### src/hw/rtl/ngs_pkg.sv
`timescale 1ns / 1ps
// shared constants and types of the next greater element stack unit
// no dependencies

package ngs_pkg;

   // sequence and stack sizing
   localparam int MAX_LEN     = 64;
   localparam int DATA_W      = 32;
   localparam int POS_W       = 6;
   localparam int CNT_W       = $clog2(MAX_LEN + 1);
   localparam int ADDR_W      = $clog2(MAX_LEN);

   // queue between front and back
   localparam int QUEUE_DEPTH = 2;
   localparam int QPTR_W      = (QUEUE_DEPTH > 1) ? $clog2(QUEUE_DEPTH) : 1;
   localparam int QCNT_W      = $clog2(QUEUE_DEPTH + 1);

   // classified item handed from front to back
   typedef struct packed {
      logic signed [DATA_W-1:0] value;
      logic                     last;
      logic                     error;
      logic [POS_W-1:0]         position;
   } item_type;

   // one stack entry as held in the stack memory
   typedef struct packed {
      logic signed [DATA_W-1:0] value;
      logic [POS_W-1:0]         position;
   } entry_type;

   localparam int ENTRY_W = $bits(entry_type);

endpackage

### src/hw/rtl/ngs_if.sv
`timescale 1ns / 1ps
// valid/ready channel interfaces for request and response transfers
// depends on ngs_pkg

interface ngs_req_if;
   import ngs_pkg::*;
   logic                     valid;
   logic                     ready;
   logic signed [DATA_W-1:0] value;
   logic                     last;

   modport source (output valid, value, last, input ready);
   modport sink (input valid, value, last, output ready);
endinterface

interface ngs_rsp_if;
   import ngs_pkg::*;
   logic                     valid;
   logic                     ready;
   logic [POS_W-1:0]         position;
   logic signed [DATA_W-1:0] answer;
   logic                     found;
   logic                     error;
   logic                     run_end;

   modport source (output valid, position, answer, found, error, run_end, input ready);
   modport sink (input valid, position, answer, found, error, run_end, output ready);
endinterface

### src/hw/rtl/ngs_ram.sv
`timescale 1ns / 1ps
// generic single write port, single read port ram with registered read data
// no dependencies

module ngs_ram #(
   parameter int WIDTH = 8,
   parameter int DEPTH = 64
) (
   input  logic                     clock,
   input  logic                     wr_en,
   input  logic [$clog2(DEPTH)-1:0] wr_addr,
   input  logic [WIDTH-1:0]         wr_data,
   input  logic [$clog2(DEPTH)-1:0] rd_addr,
   output logic [WIDTH-1:0]         rd_data
);

   logic [WIDTH-1:0] mem_ff [DEPTH];
   logic [WIDTH-1:0] rd_data_ff;

   // write port
   always_ff @(posedge clock) begin
      if (wr_en) begin
         mem_ff[wr_addr] <= wr_data;
      end
   end

   // registered read port
   always_ff @(posedge clock) begin
      rd_data_ff <= mem_ff[rd_addr];
   end

   assign rd_data = rd_data_ff;

endmodule

### src/hw/rtl/ngs_queue.sv
`timescale 1ns / 1ps
// short item queue that decouples the front from the back
// depends on ngs_pkg

module ngs_queue import ngs_pkg::*; (
   input  logic     clock,
   input  logic     reset,
   input  logic     push_valid,
   input  item_type push_item,
   output logic     push_ready,
   output logic     pop_valid,
   output item_type pop_item,
   input  logic     pop_ready
);

   item_type          slot_ff [QUEUE_DEPTH];
   logic [QPTR_W-1:0] wr_ptr_ff, wr_ptr_in;
   logic [QPTR_W-1:0] rd_ptr_ff, rd_ptr_in;
   logic [QCNT_W-1:0] count_ff, count_in;
   logic              push_fire;
   logic              pop_fire;

   assign push_ready = (count_ff != QCNT_W'(QUEUE_DEPTH));
   assign pop_valid  = (count_ff != '0);
   assign pop_item   = slot_ff[rd_ptr_ff];
   assign push_fire  = push_valid && push_ready;
   assign pop_fire   = pop_valid && pop_ready;

   // pointer and fill tracking
   always_comb begin
      wr_ptr_in = wr_ptr_ff;
      rd_ptr_in = rd_ptr_ff;
      count_in  = count_ff;
      if (push_fire) begin
         wr_ptr_in = (wr_ptr_ff == QPTR_W'(QUEUE_DEPTH - 1)) ? '0 : wr_ptr_ff + 1'b1;
      end
      if (pop_fire) begin
         rd_ptr_in = (rd_ptr_ff == QPTR_W'(QUEUE_DEPTH - 1)) ? '0 : rd_ptr_ff + 1'b1;
      end
      if (push_fire && !pop_fire) begin
         count_in = count_ff + 1'b1;
      end else if (pop_fire && !push_fire) begin
         count_in = count_ff - 1'b1;
      end
   end

   always_ff @(posedge clock) begin
      if (reset) begin
         wr_ptr_ff <= '0;
         rd_ptr_ff <= '0;
         count_ff  <= '0;
      end else begin
         wr_ptr_ff <= wr_ptr_in;
         rd_ptr_ff <= rd_ptr_in;
         count_ff  <= count_in;
      end
   end

   // item storage
   always_ff @(posedge clock) begin
      if (push_fire) begin
         slot_ff[wr_ptr_ff] <= push_item;
      end
   end

endmodule

### src/hw/rtl/ngs_front.sv
`timescale 1ns / 1ps
// front end: accepts request transfers, numbers them and flags overlong sequences
// depends on ngs_pkg, ngs_if

module ngs_front import ngs_pkg::*; (
   input  logic     clock,
   input  logic     reset,
   ngs_req_if.sink  req_chan,
   output logic     push_valid,
   output item_type push_item,
   input  logic     push_ready
);

   logic [CNT_W-1:0] next_pos_ff, next_pos_in;
   logic             accept;
   logic             overflow;

   assign req_chan.ready = push_ready;
   assign accept         = req_chan.valid && push_ready;
   assign overflow       = (next_pos_ff >= CNT_W'(MAX_LEN));

   // classify the incoming element
   always_comb begin
      push_valid         = req_chan.valid;
      push_item.value    = req_chan.value;
      push_item.last     = req_chan.last;
      push_item.error    = overflow;
      push_item.position = overflow ? '0 : next_pos_ff[POS_W-1:0];
   end

   // position counter, cleared at the end of each sequence
   always_comb begin
      next_pos_in = next_pos_ff;
      if (accept) begin
         if (req_chan.last) begin
            next_pos_in = '0;
         end else if (!overflow) begin
            next_pos_in = next_pos_ff + 1'b1;
         end
      end
   end

   always_ff @(posedge clock) begin
      if (reset) begin
         next_pos_ff <= '0;
      end else begin
         next_pos_ff <= next_pos_in;
      end
   end

endmodule

### src/hw/rtl/ngs_back.sv
`timescale 1ns / 1ps
// back end: monotonic stack sequencer over the stack ram, drives the response register
// depends on ngs_pkg, ngs_if, ngs_ram

module ngs_back import ngs_pkg::*; (
   input  logic     clock,
   input  logic     reset,
   input  logic     q_valid,
   input  item_type q_item,
   output logic     q_ready,
   ngs_rsp_if.source rsp_chan
);

   localparam logic [1:0] S_IDLE  = 2'd0;
   localparam logic [1:0] S_CMP   = 2'd1;
   localparam logic [1:0] S_POP   = 2'd2;
   localparam logic [1:0] S_FLUSH = 2'd3;

   logic [1:0]               state_ff, state_in;
   logic [CNT_W-1:0]         cnt_ff, cnt_in;
   entry_type                top_ff, top_in;
   logic signed [DATA_W-1:0] cur_value_ff, cur_value_in;
   logic                     cur_last_ff, cur_last_in;
   logic [POS_W-1:0]         cur_pos_ff, cur_pos_in;
   logic [POS_W-1:0]         pop_pos_ff, pop_pos_in;

   logic                     rsp_valid_ff, rsp_valid_in;
   logic [POS_W-1:0]         rsp_position_ff;
   logic signed [DATA_W-1:0] rsp_answer_ff;
   logic                     rsp_found_ff;
   logic                     rsp_error_ff;
   logic                     rsp_run_end_ff;

   logic                     emit;
   logic [POS_W-1:0]         res_position;
   logic signed [DATA_W-1:0] res_answer;
   logic                     res_found;
   logic                     res_error;
   logic                     res_run_end;

   logic                     out_free;
   logic                     load;
   logic                     step;
   logic                     top_less;
   logic                     rd_less;
   logic                     wr_en;
   logic [ADDR_W-1:0]        rd_addr;
   logic [ENTRY_W-1:0]       rd_word;
   entry_type                rd_entry;
   entry_type                wr_entry;

   // stack storage
   ngs_ram #(
      .WIDTH (ENTRY_W),
      .DEPTH (MAX_LEN)
   ) u_stack_ram (
      .clock   (clock),
      .wr_en   (wr_en),
      .wr_addr (cnt_ff[ADDR_W-1:0]),
      .wr_data (wr_entry),
      .rd_addr (rd_addr),
      .rd_data (rd_word)
   );

   assign rd_entry       = entry_type'(rd_word);
   assign wr_entry.value    = cur_value_ff;
   assign wr_entry.position = cur_pos_ff;

   // read address tracks the top entry, the one below it when a pop moves on
   assign rd_addr = cnt_ff[ADDR_W-1:0] - ADDR_W'(1) - ADDR_W'(step);

   assign out_free = !rsp_valid_ff || rsp_chan.ready;
   assign top_less = (cnt_ff != '0) && (top_ff.value < cur_value_ff);
   assign rd_less  = (cnt_ff != '0) && (rd_entry.value < cur_value_ff);
   assign load     = emit && out_free;

   // stack sequencer
   always_comb begin
      state_in     = state_ff;
      cnt_in       = cnt_ff;
      top_in       = top_ff;
      cur_value_in = cur_value_ff;
      cur_last_in  = cur_last_ff;
      cur_pos_in   = cur_pos_ff;
      pop_pos_in   = pop_pos_ff;
      q_ready      = 1'b0;
      step         = 1'b0;
      wr_en        = 1'b0;
      emit         = 1'b0;
      res_position = '0;
      res_answer   = '0;
      res_found    = 1'b0;
      res_error    = 1'b0;
      res_run_end  = 1'b0;
      case (state_ff)
         S_IDLE: begin
            if (q_valid) begin
               if (q_item.error) begin
                  // dropped element gives a single error result
                  emit        = 1'b1;
                  res_error   = 1'b1;
                  res_run_end = 1'b1;
                  if (out_free) begin
                     q_ready = 1'b1;
                     if (q_item.last) begin
                        cnt_in = '0;
                     end
                  end
               end else begin
                  q_ready      = 1'b1;
                  cur_value_in = q_item.value;
                  cur_last_in  = q_item.last;
                  cur_pos_in   = q_item.position;
                  state_in     = S_CMP;
               end
            end
         end
         S_CMP: begin
            if (top_less) begin
               // first pop: take the top, fetch the entry below
               step       = 1'b1;
               cnt_in     = cnt_ff - 1'b1;
               pop_pos_in = top_ff.position;
               state_in   = S_POP;
            end else if (!cur_last_ff) begin
               // push the element and finish
               if (cnt_ff < CNT_W'(MAX_LEN)) begin
                  wr_en  = 1'b1;
                  cnt_in = cnt_ff + 1'b1;
                  top_in = wr_entry;
               end
               state_in = S_IDLE;
            end else begin
               // last element reports itself first, unpushed
               emit         = 1'b1;
               res_position = cur_pos_ff;
               res_run_end  = (cnt_ff == '0);
               if (out_free) begin
                  state_in = (cnt_ff == '0) ? S_IDLE : S_FLUSH;
               end
            end
         end
         S_POP: begin
            // report the popped entry, decide on the next from the fetched one
            emit         = 1'b1;
            res_position = pop_pos_ff;
            res_answer   = cur_value_ff;
            res_found    = 1'b1;
            res_run_end  = !cur_last_ff && !rd_less;
            if (out_free) begin
               if (cnt_ff != '0) begin
                  top_in = rd_entry;
               end
               if (rd_less) begin
                  step       = 1'b1;
                  cnt_in     = cnt_ff - 1'b1;
                  pop_pos_in = rd_entry.position;
               end else begin
                  state_in = S_CMP;
               end
            end
         end
         S_FLUSH: begin
            // drain the remaining entries without a greater value
            emit         = 1'b1;
            res_position = rd_entry.position;
            res_run_end  = (cnt_ff == CNT_W'(1));
            if (out_free) begin
               step   = 1'b1;
               cnt_in = cnt_ff - 1'b1;
               if (cnt_ff == CNT_W'(1)) begin
                  state_in = S_IDLE;
               end
            end
         end
         default: begin
            state_in = S_IDLE;
         end
      endcase
   end

   always_ff @(posedge clock) begin
      if (reset) begin
         state_ff <= S_IDLE;
         cnt_ff   <= '0;
      end else begin
         state_ff <= state_in;
         cnt_ff   <= cnt_in;
      end
   end

   always_ff @(posedge clock) begin
      top_ff       <= top_in;
      cur_value_ff <= cur_value_in;
      cur_last_ff  <= cur_last_in;
      cur_pos_ff   <= cur_pos_in;
      pop_pos_ff   <= pop_pos_in;
   end

   // response register
   assign rsp_valid_in = load || (rsp_valid_ff && !rsp_chan.ready);

   always_ff @(posedge clock) begin
      if (reset) begin
         rsp_valid_ff <= 1'b0;
      end else begin
         rsp_valid_ff <= rsp_valid_in;
      end
   end

   always_ff @(posedge clock) begin
      if (load) begin
         rsp_position_ff <= res_position;
         rsp_answer_ff   <= res_answer;
         rsp_found_ff    <= res_found;
         rsp_error_ff    <= res_error;
         rsp_run_end_ff  <= res_run_end;
      end
   end

   assign rsp_chan.valid    = rsp_valid_ff;
   assign rsp_chan.position = rsp_position_ff;
   assign rsp_chan.answer   = rsp_answer_ff;
   assign rsp_chan.found    = rsp_found_ff;
   assign rsp_chan.error    = rsp_error_ff;
   assign rsp_chan.run_end  = rsp_run_end_ff;

`ifndef SYNTH
   // stack never grows past its depth
   a_cnt_bound: assert property (@(posedge clock) disable iff (reset)
      cnt_ff <= CNT_W'(MAX_LEN))
      else $error("stack count beyond depth");

   // flush only runs with entries left
   a_flush_nonempty: assert property (@(posedge clock) disable iff (reset)
      state_ff == S_FLUSH |-> cnt_ff != '0)
      else $error("flush with empty stack");

   // the final flush transfer leaves the stack empty and idle
   a_flush_done: assert property (@(posedge clock) disable iff (reset)
      (state_ff == S_FLUSH && out_free && cnt_ff == CNT_W'(1))
      |=> (cnt_ff == '0 && state_ff == S_IDLE))
      else $error("flush did not clear the stack");

   // pushes only happen for a non-last element in the compare step
   a_push_ctx: assert property (@(posedge clock) disable iff (reset)
      wr_en |-> (state_ff == S_CMP && !cur_last_ff))
      else $error("stack write outside push");

   // an error result closes its run and carries no answer
   a_error_shape: assert property (@(posedge clock) disable iff (reset)
      (load && res_error) |=> (rsp_run_end_ff && !rsp_found_ff && rsp_answer_ff == '0))
      else $error("malformed error result");
`endif

endmodule

### src/hw/rtl/next_greater_element_stack_unit.sv
`timescale 1ns / 1ps
// first result: a dropped element is reported from the idle state, a last element that pops
//   nothing from the compare state, an element that pops from the pop state (plus queue and stall wait)
// sequencing: each element passes idle and compare, then pop once per popped entry and flush
//   once per flushed entry on the last element; a dropped element is handled in idle alone
// reset: synchronous, clears counters, queue and response valid; requests taken at once
// depends on ngs_pkg, ngs_if, ngs_queue, ngs_front, ngs_back

module next_greater_element_stack_unit import ngs_pkg::*; (
   input  logic      clock,
   input  logic      reset,
   ngs_req_if.sink   req_chan,
   ngs_rsp_if.source rsp_chan
);

   logic     push_valid;
   item_type push_item;
   logic     push_ready;
   logic     pop_valid;
   item_type pop_item;
   logic     pop_ready;

   // numbering and classification
   ngs_front u_front (
      .clock      (clock),
      .reset      (reset),
      .req_chan   (req_chan),
      .push_valid (push_valid),
      .push_item  (push_item),
      .push_ready (push_ready)
   );

   // decoupling queue
   ngs_queue u_queue (
      .clock      (clock),
      .reset      (reset),
      .push_valid (push_valid),
      .push_item  (push_item),
      .push_ready (push_ready),
      .pop_valid  (pop_valid),
      .pop_item   (pop_item),
      .pop_ready  (pop_ready)
   );

   // stack processing and response
   ngs_back u_back (
      .clock    (clock),
      .reset    (reset),
      .q_valid  (pop_valid),
      .q_item   (pop_item),
      .q_ready  (pop_ready),
      .rsp_chan (rsp_chan)
   );

endmodule

### src/flat_wrapper.sv
// flat-port wrapper written by rule: the top's interface ports become plain ports
module next_greater_element_stack_unit_flat import ngs_pkg::*;
  (clock, reset, req_chan_valid, req_chan_value, req_chan_last, req_chan_ready, rsp_chan_valid, rsp_chan_position, rsp_chan_answer, rsp_chan_found, rsp_chan_error, rsp_chan_run_end, rsp_chan_ready);
  ngs_req_if req_chan_i ();
  ngs_rsp_if rsp_chan_i ();
  input  logic clock;
  input  logic reset;
  input wire logic [$bits(req_chan_i.valid)-1:0] req_chan_valid;
  input wire logic [$bits(req_chan_i.value)-1:0] req_chan_value;
  input wire logic [$bits(req_chan_i.last)-1:0] req_chan_last;
  output wire logic [$bits(req_chan_i.ready)-1:0] req_chan_ready;
  output wire logic [$bits(rsp_chan_i.valid)-1:0] rsp_chan_valid;
  output wire logic [$bits(rsp_chan_i.position)-1:0] rsp_chan_position;
  output wire logic [$bits(rsp_chan_i.answer)-1:0] rsp_chan_answer;
  output wire logic [$bits(rsp_chan_i.found)-1:0] rsp_chan_found;
  output wire logic [$bits(rsp_chan_i.error)-1:0] rsp_chan_error;
  output wire logic [$bits(rsp_chan_i.run_end)-1:0] rsp_chan_run_end;
  input wire logic [$bits(rsp_chan_i.ready)-1:0] rsp_chan_ready;
  assign req_chan_i.valid = req_chan_valid;
  assign req_chan_i.value = req_chan_value;
  assign req_chan_i.last = req_chan_last;
  assign req_chan_ready = req_chan_i.ready;
  assign rsp_chan_valid = rsp_chan_i.valid;
  assign rsp_chan_position = rsp_chan_i.position;
  assign rsp_chan_answer = rsp_chan_i.answer;
  assign rsp_chan_found = rsp_chan_i.found;
  assign rsp_chan_error = rsp_chan_i.error;
  assign rsp_chan_run_end = rsp_chan_i.run_end;
  assign rsp_chan_i.ready = rsp_chan_ready;
  next_greater_element_stack_unit u_core (.clock(clock), .reset(reset), .req_chan(req_chan_i), .rsp_chan(rsp_chan_i));
endmodule
### config.mk
export PLATFORM = sky130hd
export DESIGN_NAME = next_greater_element_stack_unit_flat
export DESIGN_NICKNAME = d
export VERILOG_FILES = /design/src/hw/rtl/ngs_pkg.sv /design/src/hw/rtl/ngs_if.sv /design/src/hw/rtl/ngs_ram.sv /design/src/hw/rtl/ngs_queue.sv /design/src/hw/rtl/ngs_front.sv /design/src/hw/rtl/ngs_back.sv /design/src/hw/rtl/next_greater_element_stack_unit.sv /design/src/flat_wrapper.sv
export SDC_FILE = /design/constraint.sdc
export NUM_CORES = 2
export LEC_CHECK = 0
export ABC_CLOCK_PERIOD_IN_PS = 7500
export BUFFER_PORTS_ARGS = -buffer_cell sky130_fd_sc_hd__buf_2
export CORE_MARGIN = 2
export CORE_UTILIZATION = 55
export CTS_CLUSTER_DIAMETER = 40
export DETAILED_ROUTE_END_ITERATION = 10
export GPL_ROUTABILITY_DRIVEN = 0
export MAX_ROUTING_LAYER = met4
export PLACE_DENSITY = 0.71
export SETUP_SLACK_MARGIN = 0.4
export SYNTH_ARGS = -nofsm -noshare
export SYNTH_HDL_FRONTEND = slang
export SYNTH_SLANG_ARGS = --single-unit
export TNS_END_PERCENT = 5
### constraint.sdc
create_clock -name clock -period 7.5 [get_ports clock]
set_input_delay 1.5 -clock clock [delete_from_list [all_inputs] [get_ports clock]]
set_output_delay 1.5 -clock clock [all_outputs]
set_load 0.005 [all_outputs]
==> results.py <==
metrics = {
    "run_status": {
        "status": "finished clean",
    },
    "power": {
        "p_leak_nw": 38.1,
        "power_density_nw_per_um2": 476,
        "peakVddDrop_uv": 440,
    },
    "global_route": {
        "grt_first_pass_wirelength_um": 379000,
        "grt_use_total_pct": 29.3,
        "grt_pass1_vias": 50400,
        "overflow": 0,
        "antenna_found_initial": 23,
        "grt_max_degree": 75,
    },
    "worst_setup_path": {
        "critPathMaxFanout": 34,
        "r2r_end": "u_core.u_back.u_stack_ram.rd_data[11]",
        "worstPathCellList": "inv_1 > ha_1 > nand4_1 > or3_1 > o31ai_1 > o311a_1 > nor2_1 > o21a_1 > nand3_1 > o21ai_0 > a31oi_1 > ha_4 > inv_1 > ha_4 > buf_12 > buf_4 > mux4_2 > mux4_2 > mux4_2",
        "crit_top_cell": "mux4_2",
        "crit_path_end_kind": "flip-flop",
        "path_depth": 19,
        "crit_path_start_kind": "flip-flop",
        "worst_path_largest_cell_delay_ns": 0.77,
        "r2r_start": "u_core.u_back.cur_value_ff[13]",
        "cp_data_required_time_ns": 8.30,
        "path_delay_family": "multiplexers",
        "worst-endpoint-arrival_ns": 7.39,
        "setup.worst_path.class": "flip-flop to flip-flop",
        "crit_slowest_cell": "edfxtp_1",
        "reg2reg_slack_ns": 0.91,
        "rr_worst_depth": 19,
        "path_buf_inv": 4,
    },
    "yosys": {
        "syn-cell-area_sq_um": 103000,
        "syn_inst": 4338,
        "synth-edff-count": 2636,
        "yosysUniqueCellTypes": 61,
        "syn_nets": 4445,
        "ys_ff_latch": 2696,
        "syn-mean-instance-area_sq_um": 23.8,
        "ys.flop_type": "edfxtp_1",
        "async_flop_share_pct": 0,
        "synth_seq_area_share_pct": 77.9,
        "ys_warn_count": 0,
    },
    "placement": {
        "pre_cts_ws_ns": 0.785,
        "port_buffers": 79,
        "dp_hpwl_um": 150000,
    },
    "finish": {
        "multi_input_area_sq_um": 22300,
        "layout-drive-gt1-share_pct": 34.9,
        "final_core_util_pct": 64.4,
        "nFillCells": 11700,
        "nets": 4867,
        "ff_latch_area_sq_um": 80400,
        "area_growth_pct": 16.0,
    },
    "detailed_routing": {
        "routedWlPerCell_um": 36.0,
        "route.vias.total": 50700,
        "drtPass1Iterations": 9,
        "drtIter0Drc": 7921,
        "ant_nets": 0,
        "finalWirelength_um": 270000,
        "viasPerCell": 6.77,
        "drcViolationCount": 0,
    },
    "timing": {
        "relSlewSlack_pct": 27.7,
        "setup_viol_count_final": 0,
        "setup_slack_ns": 0.906,
        "worst_pin_slew_ns": 1.08,
        "finClkSkew_ns": 0.0821,
        "min_period_ns": 6.59,
        "tns_ns": 0,
        "hold_violations": 0,
        "max_freq_mhz": 152,
        "fin_crit_sh_pct": 87.9,
        "slew_viol_final": 0,
        "rsz0062_at_grt": "no",
    },
    "floorplan": {
        "initial_core_util_pct": 55.5,
        "die_area_sq_um": 191000,
        "die_h_um": 437,
        "rows": 158,
        "io_pins": 80,
        "die_width_um": 437,
        "core-area_sq_um": 186000,
    },
    "clock_tree": {
        "cts_root_buf": "clkbuf_16",
        "cts_tree": "done",
        "cts_made_buffers": 325,
        "clock_latency_ns": 0.97,
        "cts.sinks": 2696,
        "max-clock-path-buffers": 4,
        "clkTransAtPathRegs_ns": 0.06,
        "htreeDepth": 5,
        "post-cts-setup-buffers": 0,
    },
    "worst_hold_path": {
        "hold_path_depth": 2,
        "hp-start": "u_core.u_front.next_pos_ff[5]",
        "hold_path.class": "flip-flop to flip-flop",
        "whs_endpoint": "u_core.u_front.next_pos_ff[5]",
    },
    "run": {
        "maxCapViolations": 0,
    },
}
[how the worst max path moves through the flow]
| stage | start | end | slack [ns] |
|---|---|---|---|
| CTS | u_core.u_back.cur_value_ff[31] | u_core.u_back.u_stack_ram.rd_data[31] | 0.78 |
| global placement | u_core.u_back.cur_value_ff[31] | u_core.u_back.u_stack_ram.rd_data[33] | 0.78 |
| floorplan | u_core.u_back.cur_value_ff[31] | u_core.u_back.u_stack_ram.rd_data[17] | 0.71 |
| detailed placement | u_core.u_back.cur_value_ff[31] | u_core.u_back.u_stack_ram.rd_data[28] | 0.78 |
| finish | u_core.u_back.cur_value_ff[13] | u_core.u_back.u_stack_ram.rd_data[11] | 0.91 |
| global route | u_core.u_back.cur_value_ff[31] | u_core.u_back.u_stack_ram.rd_data[33] | 0.67 |
[sequential cells by signal, summed over array words and instances, names as in the netlist, 6 cells and up, named ones only]
name	cells
u_core.u_back.rsp_chan.position	6
u_core.u_back.cnt_ff	7
u_core.u_queue.slot_ff	80
u_core.u_back.pop_pos_ff	6
u_core.u_back.top_ff	38
u_core.u_back.u_stack_ram.rd_data	38
u_core.u_back.rsp_chan.answer	32
u_core.u_back.cur_value_ff	32
u_core.u_back.u_stack_ram.mem_ff	2432
u_core.u_front.next_pos_ff	7
u_core.u_back.cur_pos_ff	6
[per-layer routing]
layer	GRT usage, %	wire length, um
met5	-	0
met4	7.94	7150
met3	7.95	36400
met2	42.9	125000
met1	41.4	101000
[worst min-delay path, stage by stage, from the launching register on]
cell     delay, ns
dfxtp_1       0.32
o21ai_0       0.07
a21oi_1       0.06
[what timing repair did]
item	4_1_cts	5_1_grt
resized for setup	0	1
hold buffers	0	0
endpoints found under the setup margin	0	5
[cells in the final DEF, fill, tap and decap left out, types with 10 or more instances in the layout]
master / netlist / routed
a21oi_1: 36 / 36
buf_12: 0 / 69
buf_2: 3 / 79
buf_4: 0 / 163
bufinv_16: 0 / 31
clkbuf_1: 153 / 45
clkbuf_16: 0 / 331
clkinv_1: 0 / 26
clkinv_2: 0 / 39
clkinv_4: 0 / 12
clkinvlp_4: 0 / 21
dfxtp_1: 60 / 59
edfxtp_1: 2636 / 2636
ha_1: 70 / 68
inv_1: 47 / 46
inv_6: 0 / 35
inv_8: 0 / 21
mux2_2: 46 / 46
mux4_2: 798 / 798
nand2_1: 99 / 99
nand3_1: 11 / 11
nand4_1: 13 / 13
nor2_1: 96 / 61
nor2_4: 0 / 35
nor3_1: 43 / 10
nor3_2: 0 / 33
o21ai_0: 46 / 46
[report_power, final]
group	internal [W]	switching [W]
logic	0.0104	0.0119
registers	0.0183	0.000608
clock network	0.00933	0.00627
total	0.0381	0.0188
[cell families after synthesis]
group                      after synthesis  synth area share [%]
xor gates and xnor gates                14                 0.119
buffers and inverters                  263                 0.975
AOI/OAI and AO/OA                      144                 0.909
DFF                                   2696                  77.9
and+or+nand+nor                        304                  1.33
muxes                                  847                  17.9
adders and majority gates               70                 0.849
[cells in the mapped netlist (6+ instances only)]
cell	number	area, sq um
edfxtp_1	2636	79200
mux4_2	798	18000
clkbuf_1	153	574
nand2_1	99	372
nor2_1	96	360
ha_1	70	876
dfxtp_1	60	1200
buf_1	58	218
inv_1	47	176
mux2_2	46	518
o21ai_0	46	230
nor3_1	43	215
a21oi_1	36	180
nand4_1	13	81.3
nand2b_1	11	68.8
nand3_1	11	55.1
or3_1	9	56.3
xor2_1	9	78.8
o21a_1	8	60.1
a221oi_1	6	52.6
a22o_1	6	52.6
nor2b_1	6	37.5
[metrics by stage]
stage	power [W]	cell area [sq um]	hold WS, ns	instances
final	0.0569	120000	0.505	7492
after global placement	0.0410	109000	0.486	6913
after CTS	0.0570	120000	0.510	7486
after floorplan	0.0331	103000	0.467	4338
after global routing	0.0586	120000	0.539	7490
after detailed placement	0.0413	109000	0.502	6913
[area by class of cell]
type,instances,area share (%)
Clock buffer,382,7.13
Antenna cell,6,0.0125
Clock inverter,191,1.78
Inverter,47,0.147
Tap cell,2480,2.59
Multi-Input combinational cell,1379,18.7
Timing Repair Buffer,311,2.51
Sequential cell,2696,67.2
(Power assumes the default switching activity.)
